## src/rtl/pixel_to_ansi_truecolor_encoder_assert.svh

```systemverilog
// Assertion macros for the ANSI truecolor encoder.
// Included by the top level; no other dependencies.
`ifndef PIXEL_TO_ANSI_TRUECOLOR_ENCODER_ASSERT_SVH
`define PIXEL_TO_ANSI_TRUECOLOR_ENCODER_ASSERT_SVH
`ifndef SYNTHESIS
`define P2A_ASSERT_IMP(label, clk, rst_n, ante, cons, msg) \
  label: assert property (@(posedge clk) disable iff (!rst_n) (ante) |-> (cons)) \
    else $error(msg);
`define P2A_ASSERT_NXT(label, clk, rst_n, ante, cons, msg) \
  label: assert property (@(posedge clk) disable iff (!rst_n) (ante) |=> (cons)) \
    else $error(msg);
`else
`define P2A_ASSERT_IMP(label, clk, rst_n, ante, cons, msg)
`define P2A_ASSERT_NXT(label, clk, rst_n, ante, cons, msg)
`endif
`endif

```

## src/rtl/p2a_pkg.sv

```systemverilog
// Shared types and constants for the ANSI truecolor encoder.
// No dependencies.
`timescale 1ns / 1ps

package p2a_pkg;

  typedef struct packed {
    logic [7:0] red;
    logic [7:0] green;
    logic [7:0] blue;
    logic       row_end;
    logic       frame_end;
  } pixel_t;

  typedef struct packed {
    logic [7:0] out_byte;
    logic       last_byte;
  } char_t;

  // Output sequence segments, in emit order.
  typedef enum logic [2:0] {
    SEG_HOME,
    SEG_BG,
    SEG_SP,
    SEG_ROW,
    SEG_FRAME
  } seg_e;

  typedef enum logic {
    ST_IDLE,
    ST_RUN
  } state_e;

  localparam int unsigned OffW = 5;

  typedef struct packed {
    logic            load;
    logic            emit;
    logic            last;
    seg_e            seg;
    logic [OffW-1:0] off;
  } cmd_t;

  typedef struct packed {
    logic frame_start;  // next pixel opens a frame
    logic bg_now;       // incoming pixel needs a color sequence
    logic bg;           // latched request needs a color sequence
    logic row;
    logic frame;
    logic out_free;
  } status_t;

  localparam logic [7:0] ChEsc    = 8'h1B;
  localparam logic [7:0] ChLbrk   = 8'h5B;
  localparam logic [7:0] ChH      = 8'h48;
  localparam logic [7:0] ChK      = 8'h4B;
  localparam logic [7:0] ChM      = 8'h6D;
  localparam logic [7:0] ChSemi   = 8'h3B;
  localparam logic [7:0] ChZero   = 8'h30;
  localparam logic [7:0] ChTwo    = 8'h32;
  localparam logic [7:0] ChFour   = 8'h34;
  localparam logic [7:0] ChEight  = 8'h38;
  localparam logic [7:0] ChSpace  = 8'h20;
  localparam logic [7:0] ChNl     = 8'h0A;

  // Offset of the final byte of each segment.
  function automatic logic [OffW-1:0] seg_last(seg_e seg);
    logic [OffW-1:0] r;
    case (seg)
      SEG_HOME:  r = OffW'(2);
      SEG_BG:    r = OffW'(18);
      SEG_SP:    r = OffW'(1);
      SEG_ROW:   r = OffW'(7);
      SEG_FRAME: r = OffW'(3);
      default:   r = '0;
    endcase
    return r;
  endfunction

endpackage

```

## src/rtl/p2a_ctrl.sv

```systemverilog
// Byte sequencer control: walks the segments of one pixel's byte stream.
// Depends on p2a_pkg.
`timescale 1ns / 1ps

module p2a_ctrl
  import p2a_pkg::*;
(
  input  logic    clk_i,
  input  logic    rst_ni,
  input  logic    in_valid_i,
  output logic    in_ready_o,
  input  status_t status_i,
  output cmd_t    cmd_o
);

  state_e          state_q, state_d;
  seg_e            seg_q, seg_d;
  logic [OffW-1:0] off_q, off_d;

  always_ff @(posedge clk_i or negedge rst_ni) begin
    if (!rst_ni) begin
      state_q <= ST_IDLE;
      seg_q   <= SEG_HOME;
      off_q   <= '0;
    end else begin
      state_q <= state_d;
      seg_q   <= seg_d;
      off_q   <= off_d;
    end
  end

  always_comb begin
    state_d    = state_q;
    seg_d      = seg_q;
    off_d      = off_q;
    in_ready_o = 1'b0;
    cmd_o      = '{load: 1'b0, emit: 1'b0, last: 1'b0, seg: seg_q, off: off_q};
    case (state_q)
      ST_IDLE: begin
        in_ready_o = 1'b1;
        if (in_valid_i) begin
          cmd_o.load = 1'b1;
          off_d      = '0;
          state_d    = ST_RUN;
          if (status_i.frame_start) seg_d = SEG_HOME;
          else if (status_i.bg_now) seg_d = SEG_BG;
          else                      seg_d = SEG_SP;
        end
      end
      ST_RUN: begin
        if (status_i.out_free) begin
          cmd_o.emit = 1'b1;
          if (off_q == seg_last(seg_q)) begin
            off_d = '0;
            case (seg_q)
              SEG_HOME: seg_d = status_i.bg ? SEG_BG : SEG_SP;
              SEG_BG:   seg_d = SEG_SP;
              SEG_SP: begin
                if (status_i.row)        seg_d = SEG_ROW;
                else if (status_i.frame) seg_d = SEG_FRAME;
                else begin
                  cmd_o.last = 1'b1;
                  state_d    = ST_IDLE;
                end
              end
              SEG_ROW: begin
                if (status_i.frame) seg_d = SEG_FRAME;
                else begin
                  cmd_o.last = 1'b1;
                  state_d    = ST_IDLE;
                end
              end
              default: begin
                cmd_o.last = 1'b1;
                state_d    = ST_IDLE;
              end
            endcase
          end else begin
            off_d = off_q + OffW'(1);
          end
        end
      end
      default: state_d = ST_IDLE;
    endcase
  end

endmodule

```

## src/rtl/p2a_dp.sv

```systemverilog
// Datapath: pixel latch, color/frame state, decimal digits, byte select
// and the output register. Depends on p2a_pkg.
`timescale 1ns / 1ps

module p2a_dp
  import p2a_pkg::*;
(
  input  logic    clk_i,
  input  logic    rst_ni,
  input  pixel_t  in_pixel_i,
  input  cmd_t    cmd_i,
  output status_t status_o,
  output logic    out_valid_o,
  input  logic    out_ready_i,
  output char_t   out_char_o
);

  logic [23:0] last_color_q;
  logic        stale_q, frame_start_q;
  logic        bg_q, row_q, frame_q;
  logic [3:0]  dig_q [9];
  logic        out_valid_q;
  char_t       out_q;
  logic [23:0] color;
  logic [3:0]  dig_d [9];
  logic [7:0]  byte_sel;

  // 8-bit value to three BCD digits; tens via multiply by 205 / 2048.
  function automatic logic [11:0] to_dec3(logic [7:0] v);
    logic [1:0]  h;
    logic [6:0]  r;
    logic [14:0] p;
    logic [3:0]  t;
    logic [6:0]  o;
    if (v >= 8'd200) begin
      h = 2'd2;
      r = 7'(v - 8'd200);
    end else if (v >= 8'd100) begin
      h = 2'd1;
      r = 7'(v - 8'd100);
    end else begin
      h = 2'd0;
      r = v[6:0];
    end
    p = {8'b0, r} * 15'd205;
    t = p[14:11];
    o = r - {t, 3'b0} - {2'b0, t, 1'b0};
    return {2'b0, h, t, o[3:0]};
  endfunction

  assign color = {in_pixel_i.red, in_pixel_i.green, in_pixel_i.blue};

  always_comb begin
    logic [11:0] dr, dg, db;
    dr = to_dec3(in_pixel_i.red);
    dg = to_dec3(in_pixel_i.green);
    db = to_dec3(in_pixel_i.blue);
    dig_d[0] = dr[11:8]; dig_d[1] = dr[7:4]; dig_d[2] = dr[3:0];
    dig_d[3] = dg[11:8]; dig_d[4] = dg[7:4]; dig_d[5] = dg[3:0];
    dig_d[6] = db[11:8]; dig_d[7] = db[7:4]; dig_d[8] = db[3:0];
  end

  always_ff @(posedge clk_i or negedge rst_ni) begin
    if (!rst_ni) begin
      last_color_q  <= '0;
      stale_q       <= 1'b1;
      frame_start_q <= 1'b1;
      bg_q          <= 1'b0;
      row_q         <= 1'b0;
      frame_q       <= 1'b0;
    end else if (cmd_i.load) begin
      last_color_q  <= color;
      stale_q       <= in_pixel_i.row_end | in_pixel_i.frame_end;
      frame_start_q <= in_pixel_i.frame_end;
      bg_q          <= status_o.bg_now;
      row_q         <= in_pixel_i.row_end;
      frame_q       <= in_pixel_i.frame_end;
    end
  end

  always_ff @(posedge clk_i) begin
    if (cmd_i.load) begin
      for (int i = 0; i < 9; i++) begin
        dig_q[i] <= dig_d[i];
      end
    end
  end

  always_comb begin
    byte_sel = ChSpace;
    case (cmd_i.seg)
      SEG_HOME: begin
        case (cmd_i.off)
          5'd0:    byte_sel = ChEsc;
          5'd1:    byte_sel = ChLbrk;
          default: byte_sel = ChH;
        endcase
      end
      SEG_BG: begin
        case (cmd_i.off)
          5'd0:    byte_sel = ChEsc;
          5'd1:    byte_sel = ChLbrk;
          5'd2:    byte_sel = ChFour;
          5'd3:    byte_sel = ChEight;
          5'd4:    byte_sel = ChSemi;
          5'd5:    byte_sel = ChTwo;
          5'd6:    byte_sel = ChSemi;
          5'd7:    byte_sel = ChZero | {4'b0, dig_q[0]};
          5'd8:    byte_sel = ChZero | {4'b0, dig_q[1]};
          5'd9:    byte_sel = ChZero | {4'b0, dig_q[2]};
          5'd10:   byte_sel = ChSemi;
          5'd11:   byte_sel = ChZero | {4'b0, dig_q[3]};
          5'd12:   byte_sel = ChZero | {4'b0, dig_q[4]};
          5'd13:   byte_sel = ChZero | {4'b0, dig_q[5]};
          5'd14:   byte_sel = ChSemi;
          5'd15:   byte_sel = ChZero | {4'b0, dig_q[6]};
          5'd16:   byte_sel = ChZero | {4'b0, dig_q[7]};
          5'd17:   byte_sel = ChZero | {4'b0, dig_q[8]};
          default: byte_sel = ChM;
        endcase
      end
      SEG_SP: byte_sel = ChSpace;
      SEG_ROW: begin
        case (cmd_i.off)
          5'd0, 5'd4: byte_sel = ChEsc;
          5'd1, 5'd5: byte_sel = ChLbrk;
          5'd2:       byte_sel = ChZero;
          5'd3:       byte_sel = ChM;
          5'd6:       byte_sel = ChK;
          default:    byte_sel = ChNl;
        endcase
      end
      SEG_FRAME: begin
        case (cmd_i.off)
          5'd0:    byte_sel = ChEsc;
          5'd1:    byte_sel = ChLbrk;
          5'd2:    byte_sel = ChZero;
          default: byte_sel = ChM;
        endcase
      end
      default: byte_sel = ChSpace;
    endcase
  end

  always_ff @(posedge clk_i or negedge rst_ni) begin
    if (!rst_ni) begin
      out_valid_q <= 1'b0;
    end else if (cmd_i.emit) begin
      out_valid_q <= 1'b1;
    end else if (out_ready_i) begin
      out_valid_q <= 1'b0;
    end
  end

  always_ff @(posedge clk_i) begin
    if (cmd_i.emit) begin
      out_q <= '{out_byte: byte_sel, last_byte: cmd_i.last};
    end
  end

  assign status_o.frame_start = frame_start_q;
  assign status_o.bg_now      = stale_q | (color != last_color_q);
  assign status_o.bg          = bg_q;
  assign status_o.row         = row_q;
  assign status_o.frame       = frame_q;
  assign status_o.out_free    = ~out_valid_q | out_ready_i;

  assign out_valid_o = out_valid_q;
  assign out_char_o  = out_q;

endmodule

```

## src/rtl/pixel_to_ansi_truecolor_encoder.sv

```systemverilog
// ANSI truecolor encoder: one RGB pixel in, a stream of terminal bytes out.
//
// Input channel in_valid_i/in_ready_o carries one pixel_t per request: the
// color and the row-end / frame-end marks. Output channel out_valid_o /
// out_ready_i carries one char_t per request: a byte and a last_byte flag
// set on the final byte of each pixel.
// A pixel yields 2 to 36 bytes: cursor home (3) on the first pixel of a
// frame, a background color sequence (19) when the color changed or after
// a row/frame end, two spaces, a row trailer (8) on a row end and a frame
// trailer (4) on a frame end. The byte sequencer emits one byte per cycle
// while the output is not stalled; the pixel is latched when it is taken,
// and the sequencer then emits its first byte into the output register.
// A new pixel is taken once the final byte of the previous one sits in
// the output register. A stall on the output holds the sequencer; no byte
// is dropped. Reset empties the output register and marks the color stale
// and the next pixel as a frame start.
// Depends on p2a_pkg, p2a_ctrl, p2a_dp and the assertion macro header.
`timescale 1ns / 1ps
`include "pixel_to_ansi_truecolor_encoder_assert.svh"

module pixel_to_ansi_truecolor_encoder
  import p2a_pkg::*;
(
  input  logic   clk_i,
  input  logic   rst_ni,
  input  logic   in_valid_i,
  output logic   in_ready_o,
  input  pixel_t in_pixel_i,
  output logic   out_valid_o,
  input  logic   out_ready_i,
  output char_t  out_char_o
);

  cmd_t    cmd;
  status_t status;

  p2a_ctrl u_ctrl (
    .clk_i      (clk_i),
    .rst_ni     (rst_ni),
    .in_valid_i (in_valid_i),
    .in_ready_o (in_ready_o),
    .status_i   (status),
    .cmd_o      (cmd)
  );

  p2a_dp u_dp (
    .clk_i       (clk_i),
    .rst_ni      (rst_ni),
    .in_pixel_i  (in_pixel_i),
    .cmd_i       (cmd),
    .status_o    (status),
    .out_valid_o (out_valid_o),
    .out_ready_i (out_ready_i),
    .out_char_o  (out_char_o)
  );

  `P2A_ASSERT_NXT(a_busy_after_accept, clk_i, rst_ni, in_valid_i && in_ready_o, !in_ready_o, "ready after accept")
  `P2A_ASSERT_IMP(a_no_accept_midpixel, clk_i, rst_ni, out_valid_o && !out_char_o.last_byte, !in_ready_o, "ready mid-pixel")
  `P2A_ASSERT_IMP(a_ready_after_last, clk_i, rst_ni, $rose(in_ready_o), out_valid_o && out_char_o.last_byte, "ready without last byte")

endmodule
```

## config.mk

```make
export PLATFORM = sky130hd
export DESIGN_NAME = pixel_to_ansi_truecolor_encoder
export DESIGN_NICKNAME = d
export VERILOG_FILES = /design/src/rtl/p2a_pkg.sv /design/src/rtl/p2a_ctrl.sv /design/src/rtl/p2a_dp.sv /design/src/rtl/pixel_to_ansi_truecolor_encoder.sv
export VERILOG_INCLUDE_DIRS = /design/src /design/src/rtl
export SDC_FILE = /design/constraint.sdc
export NUM_CORES = 1
export LEC_CHECK = 0
export ABC_AREA = 1
export BUFFER_PORTS_ARGS = -buffer_cell sky130_fd_sc_hd__buf_2
export CAP_MARGIN = 20
export CORE_ASPECT_RATIO = 2
export CORE_MARGIN = 5
export CORE_UTILIZATION = 40
export DETAILED_ROUTE_END_ITERATION = 10
export SLEW_MARGIN = 10
export SYNTH_ARGS = -nofsm -noshare
export SYNTH_HDL_FRONTEND = slang
export SYNTH_SLANG_ARGS = --single-unit
```

## constraint.sdc

```tcl
create_clock -name clk_i -period 6.2 [get_ports clk_i]
set_input_delay 0.31 -clock clk_i [delete_from_list [all_inputs] [get_ports clk_i]]
set_output_delay 0.31 -clock clk_i [all_outputs]
set_load 0.01 [all_outputs]
```

==> results of run 1 <==
-- final cells by class --
cell class	instances	share of cell area, %
clock buffer	11	2.90
tap	262	3.74
clock inverter	5	0.928
multi-input combinational	735	58.0
timing repair buffer	40	2.31
inverter	185	7.92
sequential	77	24.2
-- synth_stat cells (all sizes together) --
cell | instances | share of area, %
nand2 | 228 | 11
inv | 185 | 8.7
ha | 134 | 21
nand3 | 67 | 4.5
o21ai | 64 | 4.2
nor2 | 60 | 3.1
edfxtp | 38 | 14
a21oi | 37 | 2.5
dfrtp | 37 | 12
xor2 | 26 | 2.9
fa | 24 | 6.0
nor3 | 15 | 0.95
nand4 | 10 | 0.79
o22ai | 9 | 0.71
a211oi | 8 | 0.76
xnor2 | 8 | 0.88
nor4 | 7 | 0.74
and3 | 6 | 0.47
clkbuf | 5 | 0.24
o2111ai | 5 | 0.55
buf | 4 | 0.31
or2 | 4 | 0.31
o21a | 3 | 0.28
a22o | 2 | 0.22
a2bb2oi | 2 | 0.22
a31oi | 2 | 0.16
dfstp | 2 | 0.66
nand3b | 2 | 0.19
a21o | 1 | 0.095
a311oi | 1 | 0.11
and2 | 1 | 0.079
conb | 1 | 0.047
nor3b | 1 | 0.095
o2111a | 1 | 0.14
o211ai | 1 | 0.095
o221ai | 1 | 0.11
o2bb2ai | 1 | 0.11
o31ai | 1 | 0.095
o32ai | 1 | 0.11
o41ai | 1 | 0.11
-- per-stage QoR --
step	setup WS (ns)	utilization, %
after global routing	0.515	44.4
after global placement	0.672	42.7
after detailed placement	0.615	42.7
after CTS	0.965	44.4
final	0.991	44.4
after floorplan	1.35	-
-- worst min-delay path by stage --
stage,start,to,slack [ns],cells past startpoint
after floorplan,rst_ni,u_ctrl.off_q[0]$_DFFE_PN0P_,0.01,0
after global placement,u_dp.frame_start_q$_DFFE_PN1P_,u_dp.frame_start_q$_DFFE_PN1P_,0.46,2
after detailed placement,u_dp.frame_start_q$_DFFE_PN1P_,u_dp.frame_start_q$_DFFE_PN1P_,0.47,2
after CTS,rst_ni,u_ctrl.seg_q[2]$_DFFE_PN0P_,0.14,1
after global routing,rst_ni,u_dp.out_valid_o$_DFFE_PN0P_,0.20,1
final,rst_ni,u_dp.out_valid_o$_DFFE_PN0P_,0.10,1
-- power by group through the flow --
stage	sequential, mW	clock, mW	combinational [mW]
final	0.942	0.587	2.40
after CTS	0.942	0.602	2.43
after floorplan	0.923	0	1.81
after global placement	0.947	0	2.39
after detailed placement	0.950	0	2.41
after global routing	0.965	0.620	2.79
-- per-layer routing --
layer | wire length (µm) | up-vias
met2 | 11200 | 119
met1 | 6830 | 3083
met5 | 0 | -
li1 | - | 3393
met4 | 774 | 0
met3 | 403 | 43
-- state kept, by name, summed over array words and instances, names as in the netlist, 3 cells and up --
register           cells
u_dp.dig_q            30
u_ctrl.off_q           5
u_ctrl.seg_q           3
u_dp.out_char_o        8
u_dp.last_color_q     24
-- cells by family after synthesis --
| group | share of synthesized area, % |
|---|---|
| simple gates | 22.6 |
| buf+inv | 9.29 |
| fa+ha+maj | 27.2 |
| xor+xnor | 3.75 |
| compound gates | 10.5 |
| other cells | 0.0472 |
| flops | 26.7 |
==> flow_summary.yaml, run 1 <==
die:
  die_h_um: 209
  start_util_pct: 40.3
  core_area_um2: 19700
  die_x_um: 110
  num_rows: 73
  pin_count: 41
  die-area_um2: 22900
sta:
  hold_ws_ns: 0.104
  rsz0062_at_grt: "false"
  timing.fmax_mhz: 192
  max_slew_margin_pct: 37.7
  finalMaxSlewViolations: 0
  period_minus_slack_ns: 5.21
  finalSetupTns_ns: 0
  fin_skew_ns: 0.00663
  setup-violations-final: 0
  worstMarginPinSlew_ns: 0.935
  hold_viol: 0
  finalCritPeriodShare_pct: 84.0
setup_path:
  r2r-end: "u_dp.out_char_o[4]$_DFFE_PP_"
  critPathMaxStageDelay_ns: 0.52
  criticalPathCategory: "input pin to register"
  start_kind: "input pin"
  cp_common_cell: "nand2_1"
  crit_buf_inv: 8
  crit_fanout: 7
  slowest_stage: "fa_1"
  critPathLaunch: "in_pixel_i[18]"
  crit_path_end_kind: "register"
  critical_path_required_ns: 6.30
  cp.depth: 32
  regToRegSetupSlack_ns: 3.62
  r2r-start: "u_ctrl.off_q[0]$_DFFE_PN0P_"
  rr_worst_depth: 11
  cp-endpoint: "u_dp.dig_q[0][11]$_DFFE_PP_"
  worst_ep_arrival_time_ns: 5.31
  cp_top_family: "adder cells"
finish:
  drive_gt1_share_pct: 9.69
  register_area_um2: 2120
  fin_nets: 1236
  multi_input_area_um2: 5090
  diodes: 0
  mostFrequentLayoutCells: "nand2_1 (211), inv_1 (174), ha_1 (134)"
  final_common_cell: "nand2_1"
  fin_cells: 1315
  area_growth_pct: 10.3
  fillers: 2081
  fin_area_um2: 8770
detailed_routing:
  drtAntennaViolNets: 0
  dr_total_vias: 6638
  drt_iter0_markers: 272
  dr.pass1.iters: 5
  wl_mm: 19.2
  wl_per_cell_um: 14.6
  vias_per_cell: 5.05
  drc_errors: 0
power_and_ir_drop:
  pwr-share-clk_pct: 14.9
  finalPower_mw: 3.93
  p_per_area_nw_per_um2: 449
  p_leak_nw: 4.66
  internal_power_mw: 2.09
  vdd_drop_max_mv: 0.163
  p_seq_share_pct: 24.0
  comb_power_share_pct: 61.1
  switching_power_mw: 1.84
  swShare_pct: 46.9
logic_synthesis:
  synth_nets: 1194
  syn_inst: 1006
  ys_seq_area_share_pct: 26.7
  yosysWarnings: 0
  syn_avg_cell_area_um2: 7.90
  synth_cell_types: 51
  synth-seq-cells: 77
  synth.cell_area_um2: 7940
placed_design:
  placed_area_um2: 8430
  gp_congestion: 0.894
  place_inst: 1299
  numPortBuffers: 39
  dp_hpwl_mm: 16.3
run:
  max_cap_viol_count: 0
clock_tree:
  clock_path_buffers: 2
  clock_latency_ns: 0.34
  cts.sinks: 77
  htree_levels: 3
  cts_tree: "yes"
  clk_pin_slew_ns: 0.06
  numCtsBuffers: 9
  cts_hold_buf: 0
  root_buffer: "clkbuf_16"
  cts_resized: 0
  postCtsSetupRepairBufs: 0
grt:
  grt_pass1_wl_mm: 32.5
  busiest_layer: "met2"
  gr-total-overflow: 0
  antenna_found_initial: 0
  grtUsageMet2_pct: 35.0
  grt_util_met3_pct: 1.75
  grt_start_max_net_pins: 52
  gr-usage-met1_pct: 18.1
  first_global_vias: 6837
  grt_use_total_pct: 17.8
outcome:
  status: "complete, no violations"
worst_hold_path:
  hold_class: "input pin to async pin"
Power figures use the tool's default switching activity.
==> run 2, diff against run 1 <==
--- a/config.mk
+++ b/config.mk
@@ -6,7 +6,7 @@
 export SDC_FILE = /design/constraint.sdc
 export NUM_CORES = 1
 export LEC_CHECK = 0
-export ABC_AREA = 1
+export ABC_AREA = 0
 export BUFFER_PORTS_ARGS = -buffer_cell sky130_fd_sc_hd__buf_2
 export CAP_MARGIN = 20
 export CORE_ASPECT_RATIO = 2
==> constraint.sdc (replaced) <==
create_clock -name clk_i -period 5.38 [get_ports clk_i]
set_input_delay 0.269 -clock clk_i [delete_from_list [all_inputs] [get_ports clk_i]]
set_output_delay 0.269 -clock clk_i [all_outputs]
set_load 0.01 [all_outputs]
==> run 2 against run 1 <==
Compared with the run above:
- count of clock-buffer cells in the layout down 1
- critical path type unchanged
- largest power group unchanged
- synthesized area shrank 5.8%
- global-route usage is 0.50 points lower
- flip-flop and latch count unchanged
- die area is 5.4% lower
- power grew 22%
- largest cell class unchanged
==> flow_summary.yaml, run 2 <==
setup_path:
  r2r-start: "u_ctrl.off_q[2]$_DFFE_PN0P_"
  start_kind: "input pin"
  worst_ep_arrival_time_ns: 5.39
  critical_path_required_ns: 5.46
  crit_fanout: 3
  rr_worst_depth: 6
  criticalPathCategory: "input pin to register"
  crit_path_end_kind: "register"
  r2r-end: "u_dp.out_char_o[1]$_DFFE_PP_"
  regToRegSetupSlack_ns: 2.62
die:
  die-area_um2: 21700
  die_x_um: 107
  num_rows: 70
  pin_count: 41
  start_util_pct: 40.7
  die_h_um: 203
  core_area_um2: 18400
detailed_routing:
  drc_errors: 0
  dr_total_vias: 6165
  drt_iter0_markers: 165
  wl_mm: 18.9
  drtAntennaViolNets: 0
  wl_per_cell_um: 16.4
  dr.pass1.iters: 4
  vias_per_cell: 5.32
power_and_ir_drop:
  switching_power_mw: 1.96
  p_leak_nw: 4.54
  pwr-share-clk_pct: 14.2
  swShare_pct: 41.0
  internal_power_mw: 2.82
  p_per_area_nw_per_um2: 499
  finalPower_mw: 4.79
  comb_power_share_pct: 62.5
  p_seq_share_pct: 23.2
  vdd_drop_max_mv: 0.193
grt:
  grt_start_max_net_pins: 47
  antenna_found_initial: 0
  first_global_vias: 6350
  grt_use_total_pct: 17.3
  gr-total-overflow: 0
  grt_pass1_wl_mm: 30.2
finish:
  largest_reg_flops: 30
  area_growth_pct: 28.3
  mostFrequentLayoutCells: "buf_4 (114), ha_1 (113), nand2_1 (91)"
  drive_gt1_share_pct: 27.9
  final_common_cell: "buf_4"
  fin_nets: 1125
  diodes: 0
  regMostFlops: "u_dp.dig_q"
sta:
  fin_ws_ns: 0.0689
  finalSetupTns_ns: 0
  finalMaxSlewViolations: 0
  max_slew_margin_pct: 49.2
  hold_viol: 0
  setup-violations-final: 0
  worstMarginPinSlew_ns: 0.756
  finalCritPeriodShare_pct: 98.7
  rsz0062_at_grt: "true"
  hold_ws_ns: 0.159
  period_minus_slack_ns: 5.31
  fin_skew_ns: 0.0117
  timing.fmax_mhz: 188
clock_tree:
  clk_pin_slew_ns: 0.06
  cts.sinks: 77
  clock_path_buffers: 2
  numCtsBuffers: 9
  clock_latency_ns: 0.34
  cts_tree: "yes"
  htree_levels: 3
  root_buffer: "clkbuf_16"
worst_hold_path:
  holdCritStartpoint: "in_pixel_i[1]"
  hold_class: "input pin to register"
  holdPathEnd: "u_dp.row_q$_DFFE_PN0P_"
  worstHoldPathCells: 3
logic_synthesis:
  yosysWarnings: 0
  ys_seq_area_share_pct: 28.3
  yosysTopAreaCell: "ha_1"
  synth-seq-cells: 77
  syn_avg_cell_area_um2: 9.33
  syn_inst: 802
  synth_nets: 990
  ys_async_sr_fraction_pct: 50.6
  synth.area.top_cells: "ha_1 (22%), edfxtp_1 (15%), dfrtp_1 (12%), fa_1 (6.4%), inv_1 (4.7%)"
  synth_edf_count: 38
  synth_flop_cell: "edfxtp_1"
  synth_cell_types: 69
  synth.cell_area_um2: 7480
  synthTopCellsByCount: "ha_1 (134), inv_1 (93), nand2_1 (93)"
  post-synth-top-count-cell: "ha_1"
  synth_top_area_share_pct: 22.4
placed_design:
  gp_congestion: 0.903
  numPortBuffers: 39
  dp_hpwl_mm: 14.9
  place_ws_ns: -0.546
outcome:
  status: "complete, no violations"
run:
  max_cap_viol_count: 0
run 2: cell types whose count changed after synthesis, moves of 10 or more:
cell,delta
nor2_1,-26
nand2_1,-118
inv_2,-10
nand2_2,-16
inv_1,-81
nand3_1,-42
xnor2_1,+31
clkbuf_1,+23
run 2: power by group through the flow:
stage / Combinational, mW / Sequential, mW / Clock, mW
finish: 2.99 / 1.11 / 0.680
global route: 3.36 / 1.14 / 0.718
CTS: 2.73 / 1.11 / 0.695
detailed placement: 2.71 / 1.12 / 0
global placement: 2.66 / 1.12 / 0
floorplan: 1.92 / 1.06 / 0
run 2: cell type report:
cell class | instances | area [µm²]
clock inverter | 6 | 92.6
tap | 216 | 270
fill | 1679 | 8800
clock buffer | 10 | 239
inverter | 94 | 363
sequential | 77 | 2120
timing repair buffer | 156 | 1130
multi-input combinational | 599 | 5380
run 2: through the flow:
step	instances	area (µm²)	util [%]
final	1158	9590	52.2
after global routing	1158	9590	52.2
after CTS	1147	9080	49.4
after detailed placement	1131	8710	47.4
after global placement	1131	8710	47.4
after floorplan	802	7600	-
run 2: worst max path at each step:
stage / start / end / slack, ns / depth (start not counted)
after floorplan: in_pixel_i[2] / u_dp.dig_q[0][35]$_DFFE_PP_ / -0.28 / 26
after global placement: in_pixel_i[2] / u_dp.dig_q[0][35]$_DFFE_PP_ / -0.53 / 27
after detailed placement: in_pixel_i[2] / u_dp.dig_q[0][35]$_DFFE_PP_ / -0.55 / 27
after CTS: in_pixel_i[2] / u_dp.dig_q[0][35]$_DFFE_PP_ / -0.02 / 27
after global routing: in_pixel_i[2] / u_dp.dig_q[0][35]$_DFFE_PP_ / -0.15 / 27
final: in_pixel_i[2] / u_dp.dig_q[0][35]$_DFFE_PP_ / 0.07 / 27
run 2: what timing repair did:
action,in CTS,in global routing
buffers inserted,0,9
hold buffers,0,1
endpoints found under the setup margin,3,7
resized for setup,5,78
hold endpoints to repair,0,10
pin swaps,1,69
run 2: layer usage:
layer	vias up	part of all wire, %	GRT usage, %	wire (µm)
met5	-	0	0	0
met4	0	3.8	7.45	723
met3	38	2.2	1.43	411
met2	111	58	35.4	11000
met1	2942	36	17.2	6820
li1	3074	-	-	-
run 2: critical path, cell delays in order:
cell,delay (ns)
buf_8,0.07
clkinvlp_4,0.09
ha_4,0.17
a211o_1,0.27
o211a_1,0.23
o21bai_4,0.18
a21oi_2,0.13
a21oi_2,0.07
xnor2_2,0.26
ha_4,0.26
fa_1,0.44
ha_1,0.30
inv_2,0.04
fa_1,0.48
inv_1,0.05
ha_1,0.26
and4_1,0.15
and3_1,0.14
a221o_1,0.34
o21ai_2,0.17
nor2b_4,0.19
xnor2_2,0.13
ha_1,0.27
nand2_1,0.08
nand3_2,0.08
xnor2_2,0.14
xnor2_1,0.13
run 2: cells by family (layout without fill, tap and decap cells):
kind of cell / count (synthesis) / count (layout) / share of synthesized area [%]
compound gates: 168 / 168 / 15.0
xor+xnor: 61 / 61 / 7.68
fa+ha+maj: 158 / 158 / 28.8
buf+inv: 126 / 266 / 6.62
flops: 77 / 77 / 28.3
mux: 7 / 7 / 0.970
other cells: 1 / 1 / 0.0501
simple gates: 204 / 204 / 12.5
==> run 3, diff against run 2 <==
--- a/config.mk
+++ b/config.mk
@@ -6,13 +6,14 @@
 export SDC_FILE = /design/constraint.sdc
 export NUM_CORES = 1
 export LEC_CHECK = 0
-export ABC_AREA = 0
+export ABC_AREA = 1
 export BUFFER_PORTS_ARGS = -buffer_cell sky130_fd_sc_hd__buf_2
 export CAP_MARGIN = 20
 export CORE_ASPECT_RATIO = 2
 export CORE_MARGIN = 5
 export CORE_UTILIZATION = 40
 export DETAILED_ROUTE_END_ITERATION = 10
+export HOLD_SLACK_MARGIN = 0.02
 export SLEW_MARGIN = 10
 export SYNTH_ARGS = -nofsm -noshare
 export SYNTH_HDL_FRONTEND = slang
==> run 3 against run 2 <==
Compared with the run above:
- critical endpoint is now u_dp.dig_q[0][23]$_DFFE_PP_
- critical path depth increased by 4
- global-route usage increased by 0.54 points
- clock power decreased by 11%
- fmax increased by 7.5%
- sequential power about the same
- largest power group unchanged
- largest cell class unchanged
- via count increased by 8.6%
- die area increased by 5.8%
- utilization decreased by 6.9 points
- setup slack improved by 0.37 ns
==> flow_summary.yaml, run 3 (synthesized netlist as in run 1, its figures left out) <==
outcome:
  status: "complete, no violations"
setup_path:
  r2r-end: "u_dp.out_char_o[1]$_DFFE_PP_"
  regToRegSetupSlack_ns: 2.79
  slowest_stage: "fa_1"
  worst_ep_arrival_time_ns: 5.05
  critPathLaunch: "in_pixel_i[12]"
  cp_top_family: "adder cells"
  criticalPathCategory: "input pin to register"
  r2r-start: "u_ctrl.off_q[0]$_DFFE_PN0P_"
  crit_path_end_kind: "register"
  critical_path_required_ns: 5.49
  cp.depth: 31
  crit_fanout: 8
  crit_buf_inv: 8
  start_kind: "input pin"
  rr_worst_depth: 11
  critPathMaxStageDelay_ns: 0.49
finish:
  fillers: 2068
  fin_cells: 1342
  mostFrequentLayoutCells: "nand2_1 (211), inv_1 (174), ha_1 (134)"
  drive_gt1_share_pct: 12.0
  largest_reg_flops: 30
  final_common_cell: "nand2_1"
  fin_nets: 1263
  final_util_pct: 45.3
  area_growth_pct: 12.5
  fin_area_um2: 8940
  regMostFlops: "u_dp.dig_q"
  diodes: 0
power_and_ir_drop:
  vdd_drop_max_mv: 0.198
  p_per_area_nw_per_um2: 500
  p_leak_nw: 4.77
  finalPower_mw: 4.47
die:
  core_area_um2: 19700
  start_util_pct: 40.3
  num_rows: 73
  die_h_um: 209
  die_x_um: 110
  pin_count: 41
  die-area_um2: 22900
grt:
  grt_pass1_wl_mm: 32.3
  first_global_vias: 6816
  grt_use_total_pct: 17.9
  grt_start_max_net_pins: 52
  antenna_found_initial: 0
  gr-total-overflow: 0
sta:
  setup-violations-final: 0
  worstMarginPinSlew_ns: 0.946
  finalCritPeriodShare_pct: 91.8
  fin_ws_ns: 0.442
  hold_ws_ns: 0.0634
  rsz0062_at_grt: "false"
  finalSetupTns_ns: 0
  finalMaxSlewViolations: 0
  period_minus_slack_ns: 4.94
  timing.fmax_mhz: 202
  fin_skew_ns: 0.00335
  max_slew_margin_pct: 36.9
  hold_viol: 0
detailed_routing:
  dr_total_vias: 6693
  vias_per_cell: 4.99
  wl_mm: 19.3
  dr.pass1.iters: 5
  drc_errors: 0
  wl_per_cell_um: 14.4
  drtAntennaViolNets: 0
  drt_iter0_markers: 319
placed_design:
  place_inst: 1326
  dp_hpwl_mm: 16.7
  gp_congestion: 0.892
  place_ws_ns: 0.0789
  numPortBuffers: 39
  placed_area_um2: 8630
clock_tree:
  clock_latency_ns: 0.34
  cts_hold_buf: 0
  clk_pin_slew_ns: 0.06
  numCtsBuffers: 9
  htree_levels: 3
  cts.sinks: 77
  clock_path_buffers: 2
  root_buffer: "clkbuf_16"
  cts_tree: "yes"
worst_hold_path:
  hold_class: "input pin to async pin"
run:
  max_cap_viol_count: 0
[run 3: changes by cell type in the layout (fill, tap and decap cells not counted), sizes merged, moves of 5 or more]
| cell | delta |
|---|---|
| inv | +93 |
| xor2 | +6 |
| o21ai | +10 |
| a21o | -6 |
| nand2 | +135 |
| nand3 | +46 |
| mux2i | -5 |
| xnor2 | -32 |
| nor2b | -7 |
| a31oi | -9 |
| buf | -88 |
| nor2 | +30 |
[run 3: final cells by class]
class / count / area (µm²) / area share, %
tap: 262 / 328 / 3.67
inverter: 185 / 694 / 7.77
clock buffer: 10 / 229 / 2.56
clock inverter: 6 / 71.3 / 0.798
sequential: 77 / 2120 / 23.7
multi-input combinational: 735 / 5090 / 57.0
timing repair buffer: 67 / 405 / 4.53
[run 3: repair_timing]
action                     4_1_cts  5_1_grt
setup endpoints to repair        0        1
resized for setup                0        1
setup buffers                    0        0
[run 3: routing by layer]
metal | vias to the layer above | track usage, % | share of wire [%]
li1 | 3448 | - | -
met1 | 3100 | 17.6 | 35
met2 | 105 | 36.0 | 60
met3 | 40 | 1.48 | 2.1
met4 | 0 | 7.96 | 3.7
met5 | - | 0 | 0
[run 3: report_power, final]
part / leakage [nW] / switching, mW / total [mW] / internal, mW
clock: 0.140 / 0.245 / 0.608 / 0.363
combinational: 3.79 / 1.73 / 2.78 / 1.05
sequential: 0.833 / 0.147 / 1.09 / 0.940
[run 3: worst max path at each step]
stage / end / slack [ns]
floorplan: u_dp.dig_q[0][23]$_DFFE_PP_ / 0.57
global placement: u_dp.dig_q[0][23]$_DFFE_PP_ / 0.04
detailed placement: u_dp.dig_q[0][23]$_DFFE_PP_ / 0.08
CTS: u_dp.dig_q[0][23]$_DFFE_PP_ / 0.40
global route: u_dp.dig_q[0][23]$_DFFE_PP_ / 0.04
finish: u_dp.dig_q[0][23]$_DFFE_PP_ / 0.44
